File: src/rtl/rmq_pkg.sv
// Shared types and constants of the rotation-matrix-to-quaternion block.
// Depends on nothing; used by rmq_front, rmq_back and the top level.
package rmq_pkg;

  localparam int FracBits = 14;
  localparam int DataW    = 16;
  localparam int ThrW     = 8;
  localparam int TrW      = DataW + 2;
  localparam int RadW     = DataW + 1;
  localparam int MagW     = DataW + 1;
  localparam int SqInW    = RadW + FracBits - 2;
  localparam int SqSteps  = (SqInW + 1) / 2;
  localparam int SqW      = 2 * SqSteps;
  localparam int ResW     = SqSteps;
  localparam int RemW     = ResW + 3;
  localparam int RootW    = ResW + 1;
  localparam int DenW     = RootW + 1;
  localparam int DivNW    = MagW + FracBits;
  localparam int QDepth   = 4;
  localparam int QPtrW    = $clog2(QDepth);
  localparam int QCntW    = $clog2(QDepth + 1);

  typedef enum logic [1:0] {
    CaseTrace = 2'd0,
    CaseX     = 2'd1,
    CaseY     = 2'd2,
    CaseZ     = 2'd3
  } case_e;

  // classified item: radicand and the three non-large numerators
  typedef struct packed {
    case_e                      sel;
    logic [RadW-1:0]            rad;
    logic [2:0]                 neg;
    logic [2:0][MagW-1:0]       mag;
  } item_t;

  typedef struct packed {
    case_e                      sel;
    logic [2:0]                 neg;
    logic [2:0][MagW-1:0]       mag;
    logic [SqW-1:0]             rad_sh;
    logic [ResW-1:0]            res;
    logic [RemW-1:0]            rem;
  } sq_t;

  typedef struct packed {
    case_e                      sel;
    logic [2:0]                 neg;
    logic [RootW-1:0]           root;
    logic [2:0][DivNW-1:0]      num;
    logic [2:0][DenW-1:0]       drem;
  } dv_t;

endpackage

File: src/rtl/rmq_front.sv
// Front end: trace threshold register, branch selection and a short queue.
// Depends on rmq_pkg.
module rmq_front (
  input  logic                        clk_i,
  input  logic                        rst_ni,
  input  logic                        cfg_we_i,
  input  logic [rmq_pkg::ThrW-1:0]    cfg_wdata_i,
  input  logic                        s_valid_i,
  output logic                        s_ready_o,
  input  logic [9*rmq_pkg::DataW-1:0] s_data_i,
  output logic                        q_valid_o,
  input  logic                        q_ready_i,
  output rmq_pkg::item_t              q_item_o
);

  localparam int W = rmq_pkg::DataW;

  logic [rmq_pkg::ThrW-1:0] thr_q;
  logic signed [W-1:0] d0, d1, d2, m01, m10, m02, m20, m12, m21;
  logic signed [rmq_pkg::TrW-1:0] tr;
  logic signed [rmq_pkg::TrW:0] rad_s;
  logic signed [rmq_pkg::MagW-1:0] n [3];
  rmq_pkg::item_t item;
  rmq_pkg::item_t q_mem [rmq_pkg::QDepth];
  logic [rmq_pkg::QPtrW-1:0] wr_q, rd_q;
  logic [rmq_pkg::QCntW-1:0] cnt_q;
  logic push, pop;
  logic [1:0] big;

  assign d0  = s_data_i[0*W +: W];
  assign m10 = s_data_i[1*W +: W];
  assign m20 = s_data_i[2*W +: W];
  assign m01 = s_data_i[3*W +: W];
  assign d1  = s_data_i[4*W +: W];
  assign m21 = s_data_i[5*W +: W];
  assign m02 = s_data_i[6*W +: W];
  assign m12 = s_data_i[7*W +: W];
  assign d2  = s_data_i[8*W +: W];

  always_comb begin
    tr  = rmq_pkg::TrW'(d0) + rmq_pkg::TrW'(d1) + rmq_pkg::TrW'(d2);
    big = 2'd0;
    if (d1 > d0) big = 2'd1;
    if (d2 > ((big == 2'd0) ? d0 : d1)) big = 2'd2;
    if (tr >= $signed({{(rmq_pkg::TrW-rmq_pkg::ThrW){1'b0}}, thr_q})) begin
      item.sel = rmq_pkg::CaseTrace;
      rad_s = (rmq_pkg::TrW+1)'(tr) + (rmq_pkg::TrW+1)'(1 << rmq_pkg::FracBits);
      n[0] = rmq_pkg::MagW'(m21) - rmq_pkg::MagW'(m12);
      n[1] = rmq_pkg::MagW'(m02) - rmq_pkg::MagW'(m20);
      n[2] = rmq_pkg::MagW'(m10) - rmq_pkg::MagW'(m01);
    end else begin
      case (big)
        2'd0: begin
          item.sel = rmq_pkg::CaseX;
          rad_s = (rmq_pkg::TrW+1)'(d0) - ((rmq_pkg::TrW+1)'(d1) + (rmq_pkg::TrW+1)'(d2))
                  + (rmq_pkg::TrW+1)'(1 << rmq_pkg::FracBits);
          n[0] = rmq_pkg::MagW'(m01) + rmq_pkg::MagW'(m10);
          n[1] = rmq_pkg::MagW'(m20) + rmq_pkg::MagW'(m02);
          n[2] = rmq_pkg::MagW'(m21) - rmq_pkg::MagW'(m12);
        end
        2'd1: begin
          item.sel = rmq_pkg::CaseY;
          rad_s = (rmq_pkg::TrW+1)'(d1) - ((rmq_pkg::TrW+1)'(d2) + (rmq_pkg::TrW+1)'(d0))
                  + (rmq_pkg::TrW+1)'(1 << rmq_pkg::FracBits);
          n[0] = rmq_pkg::MagW'(m01) + rmq_pkg::MagW'(m10);
          n[1] = rmq_pkg::MagW'(m12) + rmq_pkg::MagW'(m21);
          n[2] = rmq_pkg::MagW'(m02) - rmq_pkg::MagW'(m20);
        end
        default: begin
          item.sel = rmq_pkg::CaseZ;
          rad_s = (rmq_pkg::TrW+1)'(d2) - ((rmq_pkg::TrW+1)'(d0) + (rmq_pkg::TrW+1)'(d1))
                  + (rmq_pkg::TrW+1)'(1 << rmq_pkg::FracBits);
          n[0] = rmq_pkg::MagW'(m02) + rmq_pkg::MagW'(m20);
          n[1] = rmq_pkg::MagW'(m12) + rmq_pkg::MagW'(m21);
          n[2] = rmq_pkg::MagW'(m10) - rmq_pkg::MagW'(m01);
        end
      endcase
    end
    // radicand clamped to one LSB
    if (rad_s < 1) item.rad = rmq_pkg::RadW'(1);
    else item.rad = rad_s[rmq_pkg::RadW-1:0];
    for (int k = 0; k < 3; k++) begin
      item.neg[k] = n[k][rmq_pkg::MagW-1];
      item.mag[k] = n[k][rmq_pkg::MagW-1] ? rmq_pkg::MagW'(-n[k]) : rmq_pkg::MagW'(n[k]);
    end
  end

  assign s_ready_o = (cnt_q != rmq_pkg::QCntW'(rmq_pkg::QDepth));
  assign q_valid_o = (cnt_q != '0);
  assign push      = s_valid_i && s_ready_o;
  assign pop       = q_valid_o && q_ready_i;
  assign q_item_o  = q_mem[rd_q];

  always_ff @(posedge clk_i or negedge rst_ni) begin
    if (!rst_ni) begin
      thr_q <= '0;
      wr_q  <= '0;
      rd_q  <= '0;
      cnt_q <= '0;
    end else begin
      if (cfg_we_i) thr_q <= cfg_wdata_i;
      if (push) wr_q <= wr_q + 1'b1;
      if (pop) rd_q <= rd_q + 1'b1;
      if (push && !pop) cnt_q <= cnt_q + 1'b1;
      else if (pop && !push) cnt_q <= cnt_q - 1'b1;
    end
  end

  always_ff @(posedge clk_i) begin
    if (push) q_mem[wr_q] <= item;
  end

  a_cnt_bound: assert property (@(posedge clk_i) disable iff (!rst_ni)
    cnt_q <= rmq_pkg::QCntW'(rmq_pkg::QDepth)) else $error("queue overfilled");
  a_head_holds: assert property (@(posedge clk_i) disable iff (!rst_ni)
    q_valid_o && !q_ready_i |=> q_valid_o) else $error("queue head lost");

endmodule

File: config.mk
export PLATFORM = sky130hd
export DESIGN_NAME = rmq_front
export DESIGN_NICKNAME = d
export VERILOG_FILES = /design/src/rtl/rmq_pkg.sv /design/src/rtl/rmq_front.sv
export SDC_FILE = /design/constraint.sdc
export NUM_CORES = 1
export LEC_CHECK = 0
export ABC_AREA = 0
export BUFFER_PORTS_ARGS = -buffer_cell sky130_fd_sc_hd__buf_4
export CAP_MARGIN = 20
export CELL_PAD_IN_SITES_DETAIL_PLACEMENT = 1
export CELL_PAD_IN_SITES_GLOBAL_PLACEMENT = 1
export CORE_AREA = 2 2 229 231
export DETAILED_ROUTE_END_ITERATION = 12
export DIE_AREA = 0 0 231 233
export GPL_TIMING_DRIVEN = 0
export PLACE_DENSITY = 0.8
export SKIP_CTS_REPAIR_TIMING = 1
export SLEW_MARGIN = 20
export SYNTH_ARGS = -nofsm -noshare
export SYNTH_HDL_FRONTEND = slang
export SYNTH_SLANG_ARGS = --single-unit
File: constraint.sdc
create_clock -name clk_i -period 5.4 [get_ports clk_i]
set_input_delay 0.27 -clock clk_i [delete_from_list [all_inputs] [get_ports clk_i]]
set_output_delay 0.27 -clock clk_i [all_outputs]
set_load 0.01 [all_outputs]
# Word-level counts from Yosys, hierarchy flattened
# Memory sizes are Yosys's and may differ from the RTL's.
# Cells that the tools add are included.
totals:
  memories: 1
  latchBits: 0
  ram_bits: 292
  output_inout_bits: 75
  regBits: 15
  rom_bits: 0
  in_bits: 157
memory_table:
  columns: ["memory", "depth", "width", "read_ports", "rd_clocked_by_memory_dff", "wr", "line", "rtl"]
  rows:
  - ["q_mem", 4, 73, 1, 0, 1, "rmq_front.sv:24", "rmq_pkg::item_t q_mem [rmq_pkg::QDepth];"]
op_classes:
  order_cmp: 4
  n_mul: 0
  eq_ne: 2
  div: 0
  n_bitwise: 0
  shifts: 0
  mux: 17
  n_addsub: 25
  n_reduce_logical: 10
ops:
  columns: ["op", "n"]
  rows:
  - ["16-bit by 16-bit adder with 17-bit output", 7]
  - ["51-bit one-hot mux with 2 select lines", 1]
  - ["18-bit by 16-bit adder with 19-bit output, second input constant", 4]
  - ["17-bit two-way mux", 4]
  - ["16-bit by 17-bit subtractor with 18-bit output", 3]
  - ["51-bit two-way mux", 1]
  - ["17-bit negation", 3]
  - ["16-bit by 16-bit subtractor with 17-bit output", 3]
  - ["19-bit one-hot mux with 2 select lines", 1]
  - ["16-bit > comparator", 2]
  - ["19-bit by 2-bit < comparator with 1-bit output, second input constant", 1]
  - ["19-bit two-way mux", 1]
  - ["17-bit by 16-bit adder with 18-bit output", 1]
  - ["18-bit by 9-bit >= comparator with 1-bit output", 1]
  - ["16-bit two-way mux", 1]
  - ["3-bit two-way mux", 2]
  - ["2-bit by 1-bit adder with 2-bit output, second input constant", 2]
  - ["1-bit logical AND", 4]
  - ["2-bit logical NOT", 2]
  - ["2-bit two-way mux", 2]
  - ["2-bit one-hot mux with 2 select lines", 1]
  - ["3-bit by 1-bit adder with 3-bit output, second input constant", 1]
  - ["1-bit two-way mux", 3]
  - ["3-bit inequality test, second input constant", 1]
  - ["5 further kinds", 6]

# Longest topological paths before layout
# Gate-level depths: netlist of run 1.
logic_depth:
  depth_word: 11
  depth_mapped: 30
  ltp_nobuf: 24

# Least setup slack after synthesis of run 1
# No wires, ideal clock.
synth_path:
  path_kind: "input-to-reg"
  startpoint: "input s_data_i[15] in the netlist's numbering"
  endpoint: "memory q_mem[0][12] in the netlist's numbering, data pin"
  setup_ns: 0.273
  path_slack_ns: -1.015
  cell_stages: 29
  arrival_ns: 6.142
  cell_sequence: "inv_1 > ha_1 > or3b_1 > nand4b_1 > a21oi_1 > a2111oi_2 > a21o_1 > nand2_1 > clkbuf_1 > clkbuf_1 > buf_1 > nor2_1 > a21oi_1 > ha_1 > a21o_1 > a21oi_1 > a21oi_1 > o31ai_1 > buf_2 > clkbuf_1 > buf_1 > mux2i_1 > o21a_1 > inv_1 > ha_1 > o211ai_1 > nor2_1 > a21oi_1 > xnor2_1"
synth_lines:
  columns: ["item", "line", "rtl"]
  rows:
  - ["from (decl)", "rmq_front.sv:10", "input logic [9*rmq_pkg::DataW-1:0] s_data_i,"]
  - ["to (decl)", "rmq_front.sv:24", null]

==> results.py, run 1 <==
metrics = {
    "logic_synthesis": {
        "ys.flop_type": "edfxtp_1",
        "synth_top_area_share_pct": 35.1,
        "synth_enable_flop_cells": 292,
        "ys_ff_latch": 307,
        "ys_seq_area_share_pct": 36.6,
        "ys_warn_count": 0,
        "synth_cell_type_count": 94,
        "synth_area_mm2": 0.0249,
        "yosysTopAreaCell": "edfxtp_1",
        "syn_nets": 2836,
        "synth-async-reset-ratio_pct": 4.89,
        "avgSynthCellArea_um2": 10.7,
        "synth_xor_area_share_pct": 6.07,
        "synth_compound_area_share_pct": 14.5,
        "synth_top_family_by_area": "adder cells",
        "synthCells": 2331,
        "synthAdderAreaFrac_pct": 19.7,
        "synthMuxAreaShare_pct": 8.03,
        "ys_top_cells_by_area": "edfxtp_1, ha_1, mux4_2",
        "synthSimpleGateAreaFrac_pct": 10.7,
    },
    "worst_setup_path": {
        "reg2reg_depth": 18,
        "cp_slowest_cell": "or3b_4",
        "endpoint_kind": "register",
        "cp-start-kind": "primary input",
        "critical_path_class": "in -> reg",
        "slowest_delay_ps": 400,
        "required_ps": 5750,
        "critPathMaxFanout": 10,
        "r2r_slack_ps": 770,
        "cpMostUsedCell": "buf_6",
        "crit_arrival_ps": 6330,
    },
    "routing": {
        "drt_wl_total_mm": 101,
        "vias_per_cell": 6.32,
        "drt_iter0_drc": 2097,
        "wl_per_cell_um": 29.4,
        "drc": 0,
        "dr.pass1.iters": 5,
        "via_count": 21700,
        "drtAntennaViolNets": 0,
    },
    "sta": {
        "hold_slack_ps": 10.2,
        "slew_headroom_pct": 26.2,
        "worst_pin_slew_ps": 1090,
        "setup_violations": 252,
        "rsz0062_at_grt": "true",
        "fmax_ghz": 0.167,
        "finalMaxSlewViolations": 0,
        "setup_ws_ps": -581,
        "hold_viol_final": 0,
        "fin_setup_tns_ps": -54130,
        "period_share_pct": 111,
        "min_period_ps": 5980,
        "skew_ps": 20.5,
    },
    "cells_and_area": {
        "multi_input_area_mm2": 0.0165,
        "syn2layout_area_growth_pct": 28.0,
        "drive_gt1_share_pct": 29.5,
        "nFillCells": 5311,
        "seq_area_mm2": 0.00914,
        "nNetsFinal": 3236,
        "fin_cells": 3430,
    },
    "placed_design": {
        "place_congestion": 0.943,
        "pre_cts_ws_ps": -3450,
        "dp_hpwl_mm": 71.0,
        "dpl.cell_count": 3246,
        "io_buffers": 231,
    },
    "global_route": {
        "grt_pass1_vias": 21000,
        "grt-ovfl-total": 0,
        "grt.total_usage_pct": 33.0,
        "grt_pass1_wl_mm": 133,
        "antenna_found_initial": 2,
        "grt_max_degree": 44,
    },
    "clock_network": {
        "cts_root_buf": "clkbuf_16",
        "cts_max_level": 1,
        "path_clk_slew_ps": 70,
        "clk_path_buf_depth": 3,
        "cts_tree": "built",
        "clock_sinks": 307,
        "clk_latency_ps": 550,
        "cts_buffers": 25,
    },
    "floorplanning": {
        "fp-row-count": 83,
        "die_y_um": 233,
        "die-area_mm2": 0.0538,
        "core_mm2": 0.0511,
        "die_x_um": 231,
        "start_util_pct": 48.8,
        "num_io_pins": 232,
    },
    "pwr": {
        "ir_worst_vdd_mv": 0.265,
        "p_total_mw": 15.5,
        "p_per_area_mw_per_mm2": 486,
        "power_leakage_nw": 12.8,
    },
    "min_path": {
        "hold_path_class": "in -> reg",
        "whs_path_depth": 3,
    },
    "run_status": {
        "outcome": "complete, but fails checks",
        "violations": "negative setup slack",
    },
    "run": {
        "max_cap_viol_count": 0,
    },
}
==> sequential cells by signal (all words and copies together), names as in the netlist <==
signal  cells
cnt_q       3
q_mem     292
wr_q        2
thr_q       8
rd_q        2
==> power by group <==
part / internal [mW] / switching, mW
Combinational: 3.70 / 5.69
Sequential: 3.84 / 0.284
Clock: 1.10 / 0.915
Total: 8.64 / 6.89
==> path summary, 6_finish.rpt <==
kind	from	end
min reg2reg	cnt_q[2]	cnt_q[2]
max reg2reg	thr_q[3]	q_mem[2][16]
max in group asynchronous	rst_ni	rd_q[1]
min	cfg_wdata_i[2]	thr_q[2]
max	s_data_i[79]	q_mem[3][54]
min in group asynchronous	rst_ni	thr_q[7]
==> per-layer routing <==
| metal | vias up | GRT usage, % | routed length, um |
|---|---|---|---|
| met5 | - | 0 | 8 |
| met4 | 2 | 8.43 | 3550 |
| met3 | 236 | 4.75 | 7850 |
| met2 | 1166 | 53.9 | 47500 |
| met1 | 11000 | 46.2 | 42000 |
| li1 | 9286 | - | - |
==> synth_stat cells, types with 15 or more instances <==
master and number:
a211oi_1 24, a21o_1 24, a21oi_1 184, a31oi_1 27, and3_1 19, buf_1 17, buf_2 28, clkbuf_1 42
dfrtp_1 15, edfxtp_1 292, fa_1 75, ha_1 273, inv_1 189, mux2i_1 27, mux4_2 73, nand2_1 155
nand2b_1 30, nand3_1 32, nor2_1 155, nor2b_1 30, nor3_1 53, o211ai_1 18, o21a_1 22, o21ai_0 98
o21ai_1 19, o21bai_1 20, o31ai_1 17, xnor2_1 117, xor2_1 56
==> final cells by class <==
cell class / count / area share, %
flip-flops and latches: 307 / 28.6
clock inverters: 19 / 0.729
multi-input cells: 1746 / 51.7
well taps: 680 / 2.66
diodes: 1 / 0.00784
inverters: 191 / 2.47
clock buffers: 26 / 1.97
plain buffers: 87 / 2.03
repair buffers: 373 / 9.83
==> worst max-delay path: cells and delay by family <==
kind / cells / cell delay, ps
AOI/OAI and AO/OA: 10 / 2340
and+or+nand+nor: 9 / 1780
buffers and inverters: 9 / 1380
adders and majority gates: 2 / 520
==> cells in the final DEF, fill, tap and decap left out, drive strengths merged, types with 22 or more instances in the layout <==
master / synthesis / routed
a21o: 24 / 24
nor2b: 30 / 30
a21oi: 187 / 187
fa: 75 / 75
nor3: 53 / 53
inv: 191 / 177
xnor2: 117 / 117
a31oi: 28 / 28
xor2: 56 / 56
buf: 45 / 417
mux4: 73 / 73
nand2: 156 / 156
ha: 273 / 273
nor2: 156 / 156
nand3: 32 / 32
a211oi: 25 / 25
o21ai: 117 / 117
mux2i: 27 / 27
o21a: 22 / 22
edfxtp: 292 / 292
nand2b: 30 / 30
clkbuf: 42 / 64
==> metrics by stage <==
| step | instance area [um^2] | utilization, % |
|---|---|---|
| after floorplan | 25100 | - |
| after global placement | 27700 | 54.2 |
| after detailed placement | 27800 | 54.3 |
| after CTS | 28600 | 56.0 |
| after global routing | 31900 | 62.5 |
| final | 31900 | 62.5 |
==> cells by family (layout without fill, tap and decap cells) <==
family	count (synthesis)	after routing
flops	307	307
simple gates	555	555
buf+inv	278	696
mux	108	108
compound gates	562	562
xor+xnor	173	173
fa+ha+maj	348	348
other cells	0	1
No activity file was read; power rests on OpenSTA's default activity.
==> run 2, diff against run 1 <==
Settings changed: CORE_AREA 2 2 229 231 to 2 2 295 180, DIE_AREA 0 0 231 233 to 0 0 297 182, MAX_ROUTING_LAYER set to met4.
==> results.py, run 2 (synthesis gave the netlist of run 1 again) <==
metrics = {
    "run_status": {
        "outcome": "complete, but fails checks",
        "violations": "negative hold slack, negative setup slack",
    },
    "worst_setup_path": {
        "critPathMaxFanout": 7,
        "endpoint_kind": "register",
        "crit_arrival_ps": 6480,
        "required_ps": 5690,
        "cp-start-kind": "primary input",
        "critical_path_class": "in -> reg",
    },
    "routing": {
        "wl_per_cell_um": 31.0,
        "dr.pass1.iters": 5,
        "via_count": 22100,
        "drt_iter0_drc": 2500,
        "drtAntennaViolNets": 0,
        "drc": 0,
        "drt_wl_total_mm": 108,
        "vias_per_cell": 6.40,
    },
    "floorplanning": {
        "start_util_pct": 48.2,
        "core_mm2": 0.0517,
        "die_x_um": 297,
        "num_io_pins": 232,
        "die_y_um": 182,
        "die-area_mm2": 0.0541,
        "fp-row-count": 65,
    },
    "global_route": {
        "grt.total_usage_pct": 36.0,
        "grt_max_degree": 44,
        "grt-ovfl-total": 0,
        "grt_pass1_vias": 20900,
        "grt_pass1_wl_mm": 140,
        "antenna_found_initial": 4,
    },
    "pwr": {
        "p_per_area_mw_per_mm2": 495,
        "p_total_mw": 15.8,
        "power_leakage_nw": 12.8,
        "ir_worst_vdd_mv": 0.326,
    },
    "cells_and_area": {
        "nNetsFinal": 3242,
        "syn2layout_area_growth_pct": 28.1,
        "finish.utilization_pct": 61.8,
        "nFillCells": 5390,
        "mostFrequentLayoutCells": "buf_4, edfxtp_1, ha_1",
        "reg.largest.list": "q_mem (292), thr_q (8), cnt_q (3)",
        "largest_reg_flops": 292,
        "top_register": "q_mem",
        "layout.cells.most_common": "buf_4",
        "fin_cells": 3463,
        "drive_gt1_share_pct": 29.7,
    },
    "sta": {
        "period_share_pct": 115,
        "hold_viol_final": 1,
        "worst_pin_slew_ps": 1290,
        "min_period_ps": 6190,
        "setup_violations": 262,
        "slew_headroom_pct": 11.7,
        "setup_ws_ps": -792,
        "skew_ps": 19.8,
        "rsz0062_at_grt": "true",
        "hold_slack_ps": -33.1,
        "fmax_ghz": 0.161,
        "finalMaxSlewViolations": 0,
    },
    "clock_network": {
        "cts_buffers": 28,
        "clk_latency_ps": 560,
        "cts_max_level": 1,
        "cts_tree": "built",
        "path_clk_slew_ps": 70,
        "clk_path_buf_depth": 3,
        "cts_root_buf": "clkbuf_16",
        "clock_sinks": 307,
    },
    "placed_design": {
        "place_congestion": 0.969,
        "dp_hpwl_mm": 76.2,
        "io_buffers": 231,
        "dpl.cell_count": 3270,
    },
    "run": {
        "max_cap_viol_count": 0,
    },
    "min_path": {
        "hold_path_class": "in -> reg",
    },
}
==> run 2: changes by cell type in the layout (fill, tap and decap cells not counted), moves of 4 or more <==
cell and change:
buf_4 +7, buf_16 +4, a21oi_4 -4, o21ai_2 -8, a21oi_1 +4, nor2_2 +4, buf_12 -8, o21ai_1 +6
nor2_1 -5
==> run 2: metrics by stage <==
| step | hold WS [ps] | cell area (um^2) | worst slack, ps | setup TNS, ps |
|---|---|---|---|---|
| 2_1_floorplan | -25.6 | 25100 | 13.7 | 0 |
| 3_3_place_gp | 132 | 27700 | -3530 | -798220 |
| 3_5_place_dp | 142 | 27800 | -3770 | -825690 |
| 4_1_cts | -426 | 28700 | -3290 | -676500 |
| 5_1_grt | -16.5 | 32000 | -801 | -105910 |
| 6_report | -33.1 | 32000 | -792 | -87260 |
==> run 2: final cells by class <==
| class | count | area, um^2 | share of cell area [%] |
|---|---|---|---|
| multi-input cells | 1747 | 16500 | 51.5 |
| flip-flops and latches | 307 | 9140 | 28.6 |
| repair buffers | 375 | 3100 | 9.70 |
| well taps | 703 | 880 | 2.75 |
| inverters | 191 | 783 | 2.45 |
| clock buffers | 30 | 729 | 2.28 |
| plain buffers | 87 | 662 | 2.07 |
| clock inverters | 20 | 178 | 0.556 |
| diodes | 3 | 7.51 | 0.0235 |
==> run 2: critical path, cell delays in order <==
cell and delay [ps]:
buf_12 80, clkinvlp_4 100, ha_4 280, or3b_4 430, nand4b_1 200, buf_6 170, a21oi_4 270, a2111oi_4 140
a21o_4 280, nand2_4 90, buf_12 110, buf_12 140, buf_12 160, nor2_4 40, a21oi_2 140, ha_1 280
nand4_1 150, buf_6 160, a211o_4 160, o2111ai_4 210, o31a_4 450, a2111oi_0 1110, a311oi_2 120, o211ai_1 290
o41ai_2 130, and4bb_1 220, nand4_1 140, o31ai_4 100
==> run 2: worst paths after layout <==
check / start / cells after the start / end / slack [ps]
max reg2reg: thr_q[4] / 19 / q_mem[0][12] / 530
max: s_data_i[79] / 28 / q_mem[3][54] / -790
min reg2reg: cnt_q[2] / 1 / cnt_q[2] / 520
min: cfg_wdata_i[1] / 3 / thr_q[1] / -30
max in group asynchronous: rst_ni / 2 / wr_q[1] / 5090
min in group asynchronous: rst_ni / 2 / thr_q[5] / 120
==> run 2: power by group <==
group,switching (mW),total [mW],internal [mW]
sequential,0.270,4.11,3.84
combinational,6.00,9.66,3.66
clock,0.924,2.04,1.12
==> run 2: layer usage <==
layer,share of wire [%],track usage [%]
met1,44,52.6
met5,0,-
met3,11,10.6
met4,2.6,5.96
met2,43,50.0
